==> config.mk <==
export PLATFORM = sky130hd
export DESIGN_NAME = zero_crossing_interpolator_top_flat
export DESIGN_NICKNAME = d
export VERILOG_FILES = /design/src/zci_pkg.sv /design/src/zci_if.sv /design/src/zero_crossing_interpolator_top.sv /design/src/zci_div.sv /design/src/flat_wrapper.sv
export SDC_FILE = /design/constraint.sdc
export NUM_CORES = 1
export LEC_CHECK = 0
export BUFFER_PORTS_ARGS = -buffer_cell sky130_fd_sc_hd__buf_2
export CELL_PAD_IN_SITES_DETAIL_PLACEMENT = 0
export CELL_PAD_IN_SITES_GLOBAL_PLACEMENT = 1
export CORE_AREA = 3 3 157 159
export CTS_CLUSTER_DIAMETER = 150
export DETAILED_ROUTE_END_ITERATION = 8
export DIE_AREA = 0 0 160 162
export PLACE_DENSITY_LB_ADDON = 0.08
export SLEW_MARGIN = 20
export SYNTH_ARGS = -nofsm -noshare
export SYNTH_HDL_FRONTEND = slang
export SYNTH_SLANG_ARGS = --single-unit
==> constraint.sdc <==
create_clock -name clk -period 3.3 [get_ports clk]
set_input_delay 0.165 -clock clk [delete_from_list [all_inputs] [get_ports clk]]
set_output_delay 0.165 -clock clk [all_outputs]
set_load 0.03 [all_outputs]
==> src/zci_pkg.sv <==
package zci_pkg;

  localparam int SAMPLE_W   = 16;
  localparam int FRAC_W     = 16;
  localparam int POS_W      = 32;
  localparam int DIV_STEPS  = 17;
  localparam int DIV_CNT_W  = 5;
  localparam logic [SAMPLE_W-1:0] LEVEL_RESET = 16'h8000;

  typedef enum logic [1:0] {
    S_IDLE,
    S_DIV,
    S_HOLD
  } zci_state_t;

  typedef struct packed {
    logic                start;
    logic [SAMPLE_W-1:0] num;
    logic [SAMPLE_W-1:0] den;
  } div_req_t;

  typedef struct packed {
    logic busy;
    logic done;
  } div_stat_t;

endpackage

==> src/zci_if.sv <==
interface zci_in_if import zci_pkg::*; ();
  logic                valid;
  logic                ready;
  logic [SAMPLE_W-1:0] sample;
  logic                last_sample;

  modport source (output valid, output sample, output last_sample, input ready);
  modport sink (input valid, input sample, input last_sample, output ready);
endinterface

interface zci_out_if import zci_pkg::*; ();
  logic             valid;
  logic             ready;
  logic             found;
  logic [POS_W-1:0] position_q16;

  modport source (output valid, output found, output position_q16, input ready);
  modport sink (input valid, input found, input position_q16, output ready);
endinterface

interface zci_cfg_if import zci_pkg::*; ();
  logic                valid;
  logic                ready;
  logic [SAMPLE_W-1:0] data;

  modport source (output valid, output data, input ready);
  modport sink (input valid, input data, output ready);
endinterface

==> src/zero_crossing_interpolator_top.sv <==
// channel   modport  payload                      accepted when
// samples   sink     sample[15:0], last_sample    samples.valid && samples.ready
// results   source   found, position_q16[31:0]    results.valid && results.ready
// cfg       sink     data[15:0] (average level)   cfg.valid && cfg.ready
//
// A sample that gives no result leaves the block ready for the next sample; a not-found
// result passes through the hold state first. A crossing's fraction comes from a bit-serial
// divider that produces one of its 17 quotient bits per cycle.
// rst is synchronous, active high; level resets to 0x8000, block state to zero.
// samples.ready is low only while a result is being computed or is held for loading
// into the output register; cfg.ready is always high.
module zero_crossing_interpolator_top import zci_pkg::*; #(
  parameter int MAX_LEN = 65536
) (
  input  logic       clk,
  input  logic       rst,
  zci_in_if.sink     samples,
  zci_out_if.source  results,
  zci_cfg_if.sink    cfg
);

  localparam int IW = $clog2(MAX_LEN);
  localparam logic [IW-1:0] IDX_MAX = IW'(MAX_LEN - 1);

  zci_state_t          state;
  zci_state_t          state_next;
  logic [SAMPLE_W-1:0] level;
  logic [SAMPLE_W-1:0] prev;
  logic [IW-1:0]       index;
  logic                done_blk;
  logic [SAMPLE_W-1:0] base_idx;
  logic                hold_found;
  logic [POS_W-1:0]    hold_pos;
  logic                out_valid;
  logic                out_found;
  logic [POS_W-1:0]    out_pos;

  logic                accept;
  logic                hit;
  logic                miss;
  logic                out_free;
  logic                load_out;
  div_req_t            div_req;
  div_stat_t           div_stat;
  logic [FRAC_W:0]     quot;

  assign accept   = samples.valid && samples.ready;
  assign hit      = !done_blk && (index != '0) && (samples.sample >= level) && (prev < level);
  assign miss     = samples.last_sample && !done_blk && !hit;
  assign out_free = !out_valid || results.ready;

  assign div_req.start = accept && hit;
  assign div_req.num   = level - prev;
  assign div_req.den   = samples.sample - prev;

  zci_div u_div (
    .clk  (clk),
    .rst  (rst),
    .req  (div_req),
    .stat (div_stat),
    .quot (quot)
  );

  always_ff @(posedge clk) begin
    if (rst) begin
      state <= S_IDLE;
    end else begin
      state <= state_next;
    end
  end

  always_comb begin
    state_next    = state;
    samples.ready = 1'b0;
    load_out      = 1'b0;
    case (state)
      S_IDLE: begin
        samples.ready = 1'b1;
        if (accept && hit) begin
          state_next = S_DIV;
        end else if (accept && miss) begin
          state_next = S_HOLD;
        end
      end
      S_DIV: begin
        if (div_stat.done) begin
          state_next = S_HOLD;
        end
      end
      S_HOLD: begin
        if (out_free) begin
          load_out   = 1'b1;
          state_next = S_IDLE;
        end
      end
      default: begin
        state_next = S_IDLE;
      end
    endcase
  end

  // block state
  always_ff @(posedge clk) begin
    if (rst) begin
      prev     <= '0;
      index    <= '0;
      done_blk <= 1'b0;
    end else if (accept) begin
      if (samples.last_sample) begin
        prev     <= '0;
        index    <= '0;
        done_blk <= 1'b0;
      end else begin
        prev <= samples.sample;
        if (index < IDX_MAX) begin
          index <= index + IW'(1);
        end
        if (hit) begin
          done_blk <= 1'b1;
        end
      end
    end
  end

  always_ff @(posedge clk) begin
    if (rst) begin
      level <= LEVEL_RESET;
    end else if (cfg.valid) begin
      level <= cfg.data;
    end
  end
  assign cfg.ready = 1'b1;

  // pending result
  always_ff @(posedge clk) begin
    if (accept) begin
      hold_found <= hit;
      hold_pos   <= '0;
      base_idx   <= SAMPLE_W'(index) - SAMPLE_W'(1);
    end else if ((state == S_DIV) && div_stat.done) begin
      hold_pos <= {base_idx + SAMPLE_W'(quot[FRAC_W]), quot[FRAC_W-1:0]};
    end
  end

  always_ff @(posedge clk) begin
    if (rst) begin
      out_valid <= 1'b0;
    end else if (load_out) begin
      out_valid <= 1'b1;
    end else if (results.ready) begin
      out_valid <= 1'b0;
    end
  end

  always_ff @(posedge clk) begin
    if (load_out) begin
      out_found <= hold_found;
      out_pos   <= hold_pos;
    end
  end

  assign results.valid        = out_valid;
  assign results.found        = out_found;
  assign results.position_q16 = out_pos;

`ifndef SYNTHESIS
  a_notfound_zero: assert property (@(posedge clk) disable iff (rst)
    (results.valid && !results.found) |-> (results.position_q16 == '0))
    else $error("not-found result with nonzero position");

  a_div_done_state: assert property (@(posedge clk) disable iff (rst)
    div_stat.done |-> (state == S_DIV))
    else $error("divider done outside division state");

  a_hit_starts_div: assert property (@(posedge clk) disable iff (rst)
    (accept && hit) |=> ((state == S_DIV) && div_stat.busy))
    else $error("crossing did not start division");

  a_pos_range: assert property (@(posedge clk) disable iff (rst)
    (results.valid && results.found) |->
      (results.position_q16[31:16] <= SAMPLE_W'(MAX_LEN - 1)))
    else $error("position beyond saturated index");

  a_hold_div_idle: assert property (@(posedge clk) disable iff (rst)
    (state == S_HOLD) |-> !div_stat.busy)
    else $error("divider busy while result held");
`endif

endmodule

==> src/zci_div.sv <==
module zci_div import zci_pkg::*; (
  input  logic            clk,
  input  logic            rst,
  input  div_req_t        req,
  output div_stat_t       stat,
  output logic [FRAC_W:0] quot
);

  logic [DIV_CNT_W-1:0] cnt;
  logic                 done;
  logic [SAMPLE_W:0]    rem;
  logic [SAMPLE_W-1:0]  den;
  logic                 ge;
  logic [SAMPLE_W:0]    diff;
  logic [SAMPLE_W-1:0]  rem_sel;

  assign ge      = rem >= {1'b0, den};
  assign diff    = rem - {1'b0, den};
  assign rem_sel = ge ? diff[SAMPLE_W-1:0] : rem[SAMPLE_W-1:0];

  always_ff @(posedge clk) begin
    if (rst) begin
      cnt  <= '0;
      done <= 1'b0;
    end else begin
      done <= (cnt == DIV_CNT_W'(1));
      if (req.start) begin
        cnt <= DIV_CNT_W'(DIV_STEPS);
      end else if (cnt != '0) begin
        cnt <= cnt - DIV_CNT_W'(1);
      end
    end
  end

  // one quotient bit per cycle, restoring
  always_ff @(posedge clk) begin
    if (req.start) begin
      rem  <= {1'b0, req.num};
      den  <= req.den;
      quot <= '0;
    end else if (cnt != '0) begin
      quot <= {quot[FRAC_W-1:0], ge};
      rem  <= {rem_sel, 1'b0};
    end
  end

  assign stat.busy = (cnt != '0);
  assign stat.done = done;

endmodule

==> src/flat_wrapper.sv <==
// flat-port wrapper written by rule: the top's interface ports become plain ports
module zero_crossing_interpolator_top_flat import zci_pkg::*;
#(
  parameter int MAX_LEN = 65536
)
  (clk, rst, samples_valid, samples_sample, samples_last_sample, samples_ready, results_valid, results_found, results_position_q16, results_ready, cfg_valid, cfg_data, cfg_ready);
  zci_in_if samples_i ();
  zci_out_if results_i ();
  zci_cfg_if cfg_i ();
  input  logic clk;
  input  logic rst;
  input wire logic [$bits(samples_i.valid)-1:0] samples_valid;
  input wire logic [$bits(samples_i.sample)-1:0] samples_sample;
  input wire logic [$bits(samples_i.last_sample)-1:0] samples_last_sample;
  output wire logic [$bits(samples_i.ready)-1:0] samples_ready;
  output wire logic [$bits(results_i.valid)-1:0] results_valid;
  output wire logic [$bits(results_i.found)-1:0] results_found;
  output wire logic [$bits(results_i.position_q16)-1:0] results_position_q16;
  input wire logic [$bits(results_i.ready)-1:0] results_ready;
  input wire logic [$bits(cfg_i.valid)-1:0] cfg_valid;
  input wire logic [$bits(cfg_i.data)-1:0] cfg_data;
  output wire logic [$bits(cfg_i.ready)-1:0] cfg_ready;
  assign samples_i.valid = samples_valid;
  assign samples_i.sample = samples_sample;
  assign samples_i.last_sample = samples_last_sample;
  assign samples_ready = samples_i.ready;
  assign results_valid = results_i.valid;
  assign results_found = results_i.found;
  assign results_position_q16 = results_i.position_q16;
  assign results_i.ready = results_ready;
  assign cfg_i.valid = cfg_valid;
  assign cfg_i.data = cfg_data;
  assign cfg_ready = cfg_i.ready;
  zero_crossing_interpolator_top #(.MAX_LEN(MAX_LEN)) u_core (.clk(clk), .rst(rst), .samples(samples_i), .results(results_i), .cfg(cfg_i));
endmodule
== After elaboration in Yosys (flattened, before gate mapping) ==
Index checks and enable logic that the tools add are counted.

* Flip-flop bits (word level): 190
* Input bits: 38
* Output and inout port bits: 36
* Word-level logic and storage cells: 79

* Add/sub/neg operators: 7
* $lt $le $gt $ge: 4
* Equal/unequal tests: 6
* Muxes and demuxes: 20
* Reduce and logical (&&, ||, !) cells: 24

{| class="wikitable"
|+ Operators by type and width
! cell !! count
|-
| two-way mux 16 bit || 6
|-
| subtractor 16 bit || 3
|-
| >= comparator 17 x 16 -> 1 bit || 1
|-
| adder 16 x 1 -> 16 bit || 1
|-
| adder 16 x 1 -> 16 bit, second input constant || 1
|-
| >= comparator 16 bit || 1
|-
| < comparator 16 bit || 1
|-
| < comparator 16 bit, second input constant || 1
|-
| nonzero test 16 bit || 1
|-
| subtractor 16 x 1 -> 16 bit, second input constant || 1
|-
| two-way mux 5 bit || 2
|-
| logical AND 1 bit || 9
|-
| two-way mux 2 bit || 4
|-
| nonzero test 2 bit || 4
|-
| two-way mux 1 bit || 7
|-
| case mux 2 bit (3 select lines) || 1
|-
| equality test 5 x 1 -> 1 bit, second input constant || 1
|-
| nonzero test 5 bit || 1
|-
| subtractor 5 x 1 -> 5 bit, second input constant || 1
|-
| AND reduction 2 bit || 2
|-
| logical NOT 1 bit || 3
|-
| inequality test 3 x 1 -> 1 bit, second input constant || 1
|-
| AND reduction 3 bit || 1
|-
| equality test 2 x 1 -> 1 bit, second input constant || 1
|-
| 6 further kinds || 6
|}

== Depth between registers and ports, before layout ==
* Depth in word-level cells: 10
* Mapped depth: 12
* Depth with buffers taken out: 11

== Hierarchy ==
From an unflattened synthesis, not the netlist that was laid out.

* Cell total of the unflattened synthesis: 1116
* Area total of the unflattened synthesis: 10523.8 um2

{| class="wikitable"
|+ By module, submodules not included
! module !! times used !! cells each !! area an instance (um2)
|-
| zero_crossing_interpolator_top || 1 || 773 || 7213.2
|-
| zci_div || 1 || 343 || 3310.7
|}

== Least setup slack after synthesis ==
OpenSTA, ideal clock, no wires.

* Kind: reg-to-reg
* Start: register u_core.level[0]
* End: register u_core.u_div.rem[0], enable pin
* Data arrival time: 2.829 ns
* Required time: 2.928 ns
* Slack: 0.099 ns
* Stages on the path, launching flop included: 13
* Buffers on the path: 1
* Clock period less this slack: 3.201 ns
* Cells stage by stage: dfxtp_1 > inv_1 > ha_1 > fa_1 > and2b_1 > o2111ai_1 > and3_1 > o31ai_2 > nand3_1 > a211oi_2 > inv_2 > buf_2 > nand2_1

* Word-level cells in the longest chain between the ends: 5
* Elaborated cells on any way between the ends: 6
* Those cells by class: order compare: 2; reduce/logical: 4

{| class="wikitable"
|+ Ends and longest elaborated chain
! item !! RTL line !! text
|-
| from (decl) || zero_crossing_interpolator_top.sv:27 || <nowiki>logic [SAMPLE_W-1:0] level;</nowiki>
|-
| from (signal assigned) || zero_crossing_interpolator_top.sv:129 || <nowiki>level <= cfg.data;</nowiki>
|-
| >= comparator 16 bit || zero_crossing_interpolator_top.sv:48 || <nowiki>assign hit = !done_blk && (index != '0) && (samples.sample >= level) && (prev < level);</nowiki>
|-
| logical AND 1 bit || zero_crossing_interpolator_top.sv:48 ||
|-
| logical AND 1 bit (*) || zero_crossing_interpolator_top.sv:48 ||
|-
| logical AND 1 bit (*) || zero_crossing_interpolator_top.sv:52 || <nowiki>assign div_req.start = accept && hit;</nowiki>
|-
| nonzero test 2 bit (no line) (*) || - ||
|-
| to (signal assigned) || zci_div.sv:38 || <nowiki>rem <= {1'b0, req.num};</nowiki>
|-
| to (signal assigned) || zci_div.sv:43 || <nowiki>rem <= {rem_sel, 1'b0};</nowiki>
|-
| to (decl) || zci_div.sv:11 || <nowiki>logic [SAMPLE_W:0] rem;</nowiki>
|}

Every way passes the cells marked *; elsewhere a longest branch is shown, timed or not.
A chain may end at the register's enable or synchronous reset.

== Final worst setup path ==
* Start: register u_core.level[0]
* End: register u_core.u_div.rem[11], data pin

* Word-level cells in the longest chain between the ends: 5
* Elaborated cells on any way between the ends: 7
* Those cells by class: add/sub: 1; order compare: 2; mux: 1; reduce/logical: 3

{| class="wikitable"
|+ Ends and longest elaborated chain
! item !! RTL line !! text
|-
| >= comparator 16 bit || zero_crossing_interpolator_top.sv:48 ||
|-
| logical AND 1 bit (2 in series) || zero_crossing_interpolator_top.sv:48 ||
|-
| logical AND 1 bit || zero_crossing_interpolator_top.sv:52 ||
|-
| two-way mux 16 bit (*) || zci_div.sv:37 || <nowiki>if (req.start) begin</nowiki>
|}

Marks and branches as above.

==> reports/qor.txt <==
launch point of the worst path: u_core.level[0]
synthesized area: 10000 um2
post-layout util: 49.7%
crit path time final: 3.10 ns
remaining global-route overflow: 0
total power: 0.00787 W
max-cap violation count: 0
area share of the largest cell type after synthesis: 24.6%
Worst-Margin Slew: 0.875 ns
asr flop ratio synth: 0%
Clock Sink Count: 190
Critical Path End Type: flip-flop
htree depth: 4
Multi-input gate area: 4920 um2
worst path required time: 3.58 ns
status: finished, final reports clean
Hold Slack: 0.0293 ns
dpl hpwl: 16200 um
Post-Syn Instances: 1050
HP Class: input port to flip-flop
DRC viols: 0
TritonCTS clock tree: done
Via Count: 7312
R2R cell count: 12
slew margin rel.: 41.5%
Syn. warnings: 0
vias per inst: 4.98
Reg clk slew, reported paths: 0.08 ns
Commonest cells post-synth: 125 x nand2_1, 108 x dfxtp_1, 97 x a21oi_1
register area: 4620 um2
RR Startpoint: u_core.level[0]
die area: 25900 um2
EDFF count, synth: 82
global route hottest layer: met1
met2 usage: 25.3%
Final #Nets: 1248
number of synthesized register bits: 190
ratio of cells with drive above 1 in the final layout: 13.1%
Post-Syn Nets: 1161
post-synthesis cell type count: 66
Worst Path Arrival: 3.38 ns
R2R Setup Slk: 0.20 ns
Die X-Extent: 160 um
syn avg cell area: 9.54 um2
n_diodes: 0
Routed Antenna Nets: 0
GR Util met3: 2.58%
layout overhead on the synthesized area: 16.2%
CP Class: flip-flop to flip-flop
Pwr Density: 676 nW/um2
Critical Path Fanout Max: 12
Peak VDD IR: 0.350 mV
Port Buf Inserts: 72
Initial Utilization: 42.8%
dominant cells by area after synthesis: edfxtp_1 25%, dfxtp_1 22%, ha_1 8.7%, a21oi_1 4.8%, nand2_1 4.7%
initial DRC count: 434
top-count cell post-synth: nand2_1
Die Span Y: 162 um
Post-synth top flop: dfxtp_1
Leak: 4.53 nW
# fillers: 2238
Tcrit/Tclk final: 94.0%
clk buf depth: 2
CP endpoint: u_core.u_div.rem[11]
DR WL/cell: 15.0 um
largest net degree at the start of global routing: 68
initial antenna violation count: 0
CTS Buf Count: 17
Slew Viols, Final: 0
global-route wire length before repair: 36600 um
r2r endpoint: u_core.u_div.rem[11]
wirelength, routed: 22100 um
core area: 23400 um2
Total GRT Usage: 17.3%
CTS root buf: clkbuf_16
# rows: 56
IO Count: 74
Synth area leader: edfxtp_1
Final setup viols: 0
Initial DRT Pass Iterations: 5
sequential fraction of the synthesis area: 46.2%
number of global-route vias before repair: 6975
maximum clock frequency: 323 MHz
clock skew: 0.0147 ns
critical path launch point type: flip-flop
final hold violations: 0
met1 GRT Util: 27.1%
Clk Latency, worst-skew pair: 0.43 ns
RePlAce Congestion: 0.822
## worst min path at each step
stage                     cells after the start          startpoint  slack, ns                to
after floorplan                               2        cfg_data[15]       0.29  u_core.level[15]
after global placement                        3         cfg_data[7]       0.40   u_core.level[7]
after detailed placement                      3        cfg_data[15]       0.40  u_core.level[15]
after CTS                                     3   samples_sample[2]      0.002    u_core.prev[2]
after global routing                          3  samples_sample[13]       0.03   u_core.prev[13]
final                                         3   samples_sample[2]       0.03    u_core.prev[2]
## through the flow
stage | area [um2] | TNS (ns) | setup WS, ns | instances
finish | 11600 | 0 | 0.199 | 1469
CTS | 11600 | 0 | 0.0949 | 1467
global placement | 10800 | 0 | 0.213 | 1418
detailed placement | 10800 | 0 | 0.123 | 1418
global route | 11600 | -0.00981 | -0.00981 | 1469
floorplan | 10000 | 0 | 0.0991 | 1050
## worst max-delay path: stages, from the launching register on
cell and delay, ns:
dfxtp_1 0.36, inv_1 0.06, ha_1 0.21, fa_1 0.40, and2b_1 0.22, o2111ai_1 0.16, and3_1 0.24, o31ai_2 0.29
nand3_2 0.14, a211oi_4 0.31, buf_12 0.18, buf_4 0.18, mux2i_1 0.20
## kinds of logic (layout without fill, tap and decap cells)
group | Yosys count | after routing | synth area share (%)
AO/OA/AOI/OAI | 202 | 202 | 12.9
AND/OR/NAND/NOR | 356 | 356 | 16.5
adder cells (fa/ha/maj) | 73 | 73 | 9.35
multiplexers | 37 | 37 | 3.71
XOR/XNOR | 75 | 75 | 6.56
buffers and inverters | 116 | 216 | 4.82
flip-flops | 190 | 190 | 46.2
other | 1 | 1 | 0.0374
## final cells by class
cell class	instances	share of cell area, %
Clock buffer	17	3.66
Clock inverter	15	1.99
Inverter	74	2.39
Multi-Input combinational cell	744	42.3
Sequential cell	190	39.7
Tap cell	319	3.43
Timing Repair Buffer	110	6.50
## state kept, by name (all words and copies together), names as in the netlist, 2 cells and up
signal	cells
u_core.base_idx	16
u_core.hold_pos	32
u_core.index	16
u_core.level	16
u_core.prev	16
u_core.results.position_q16	32
u_core.state	2
u_core.u_div.cnt	5
u_core.u_div.den	16
u_core.u_div.quot	17
u_core.u_div.rem	17
## layer usage
| metal | routed length, um | part of all wire, % | vias to the layer above |
|---|---|---|---|
| li1 | - | - | 3869 |
| met1 | 12400 | 56 | 3354 |
| met2 | 9010 | 41 | 83 |
| met3 | 487 | 2.2 | 6 |
| met4 | 112 | 0.51 | 0 |
| met5 | 0 | 0 | - |
## layout by cell type (no fill, tap or decap), drive strengths merged, types with 5 or more instances in the layout
| cell | synthesis | layout |
|---|---|---|
| clkinv | 2 | 7 |
| nand4 | 15 | 15 |
| ha | 70 | 70 |
| mux2i | 36 | 36 |
| nand3 | 40 | 40 |
| dfxtp | 108 | 108 |
| nor4 | 7 | 7 |
| o211ai | 5 | 5 |
| a31oi | 5 | 5 |
| clkbuf | 32 | 18 |
| nor2 | 90 | 90 |
| nand3b | 5 | 5 |
| inv | 72 | 82 |
| a21o | 13 | 13 |
| dlygate4sd3 | 0 | 17 |
| a21oi | 98 | 98 |
| nand2 | 125 | 125 |
| xnor2 | 45 | 45 |
| buf | 10 | 92 |
| edfxtp | 82 | 82 |
| nor2b | 9 | 9 |
| a211oi | 23 | 23 |
| xor2 | 30 | 30 |
| o21ai | 25 | 25 |
| nor3 | 22 | 22 |
| and3 | 10 | 10 |
| o21a | 6 | 6 |
| nand2b | 8 | 8 |
## repair_timing
item,CTS,global route
hold endpoints to repair,17,0
hold buffers,17,0
resized for setup,0,1
setup endpoints to repair,0,7
buffers inserted,0,1
## report_power, final
group	switching (W)	internal, W
Combinational	0.00144	0.00112
Sequential	0.000200	0.00287
Clock	0.00115	0.00108
Total	0.00279	0.00508
(Power assumes the default switching activity.)
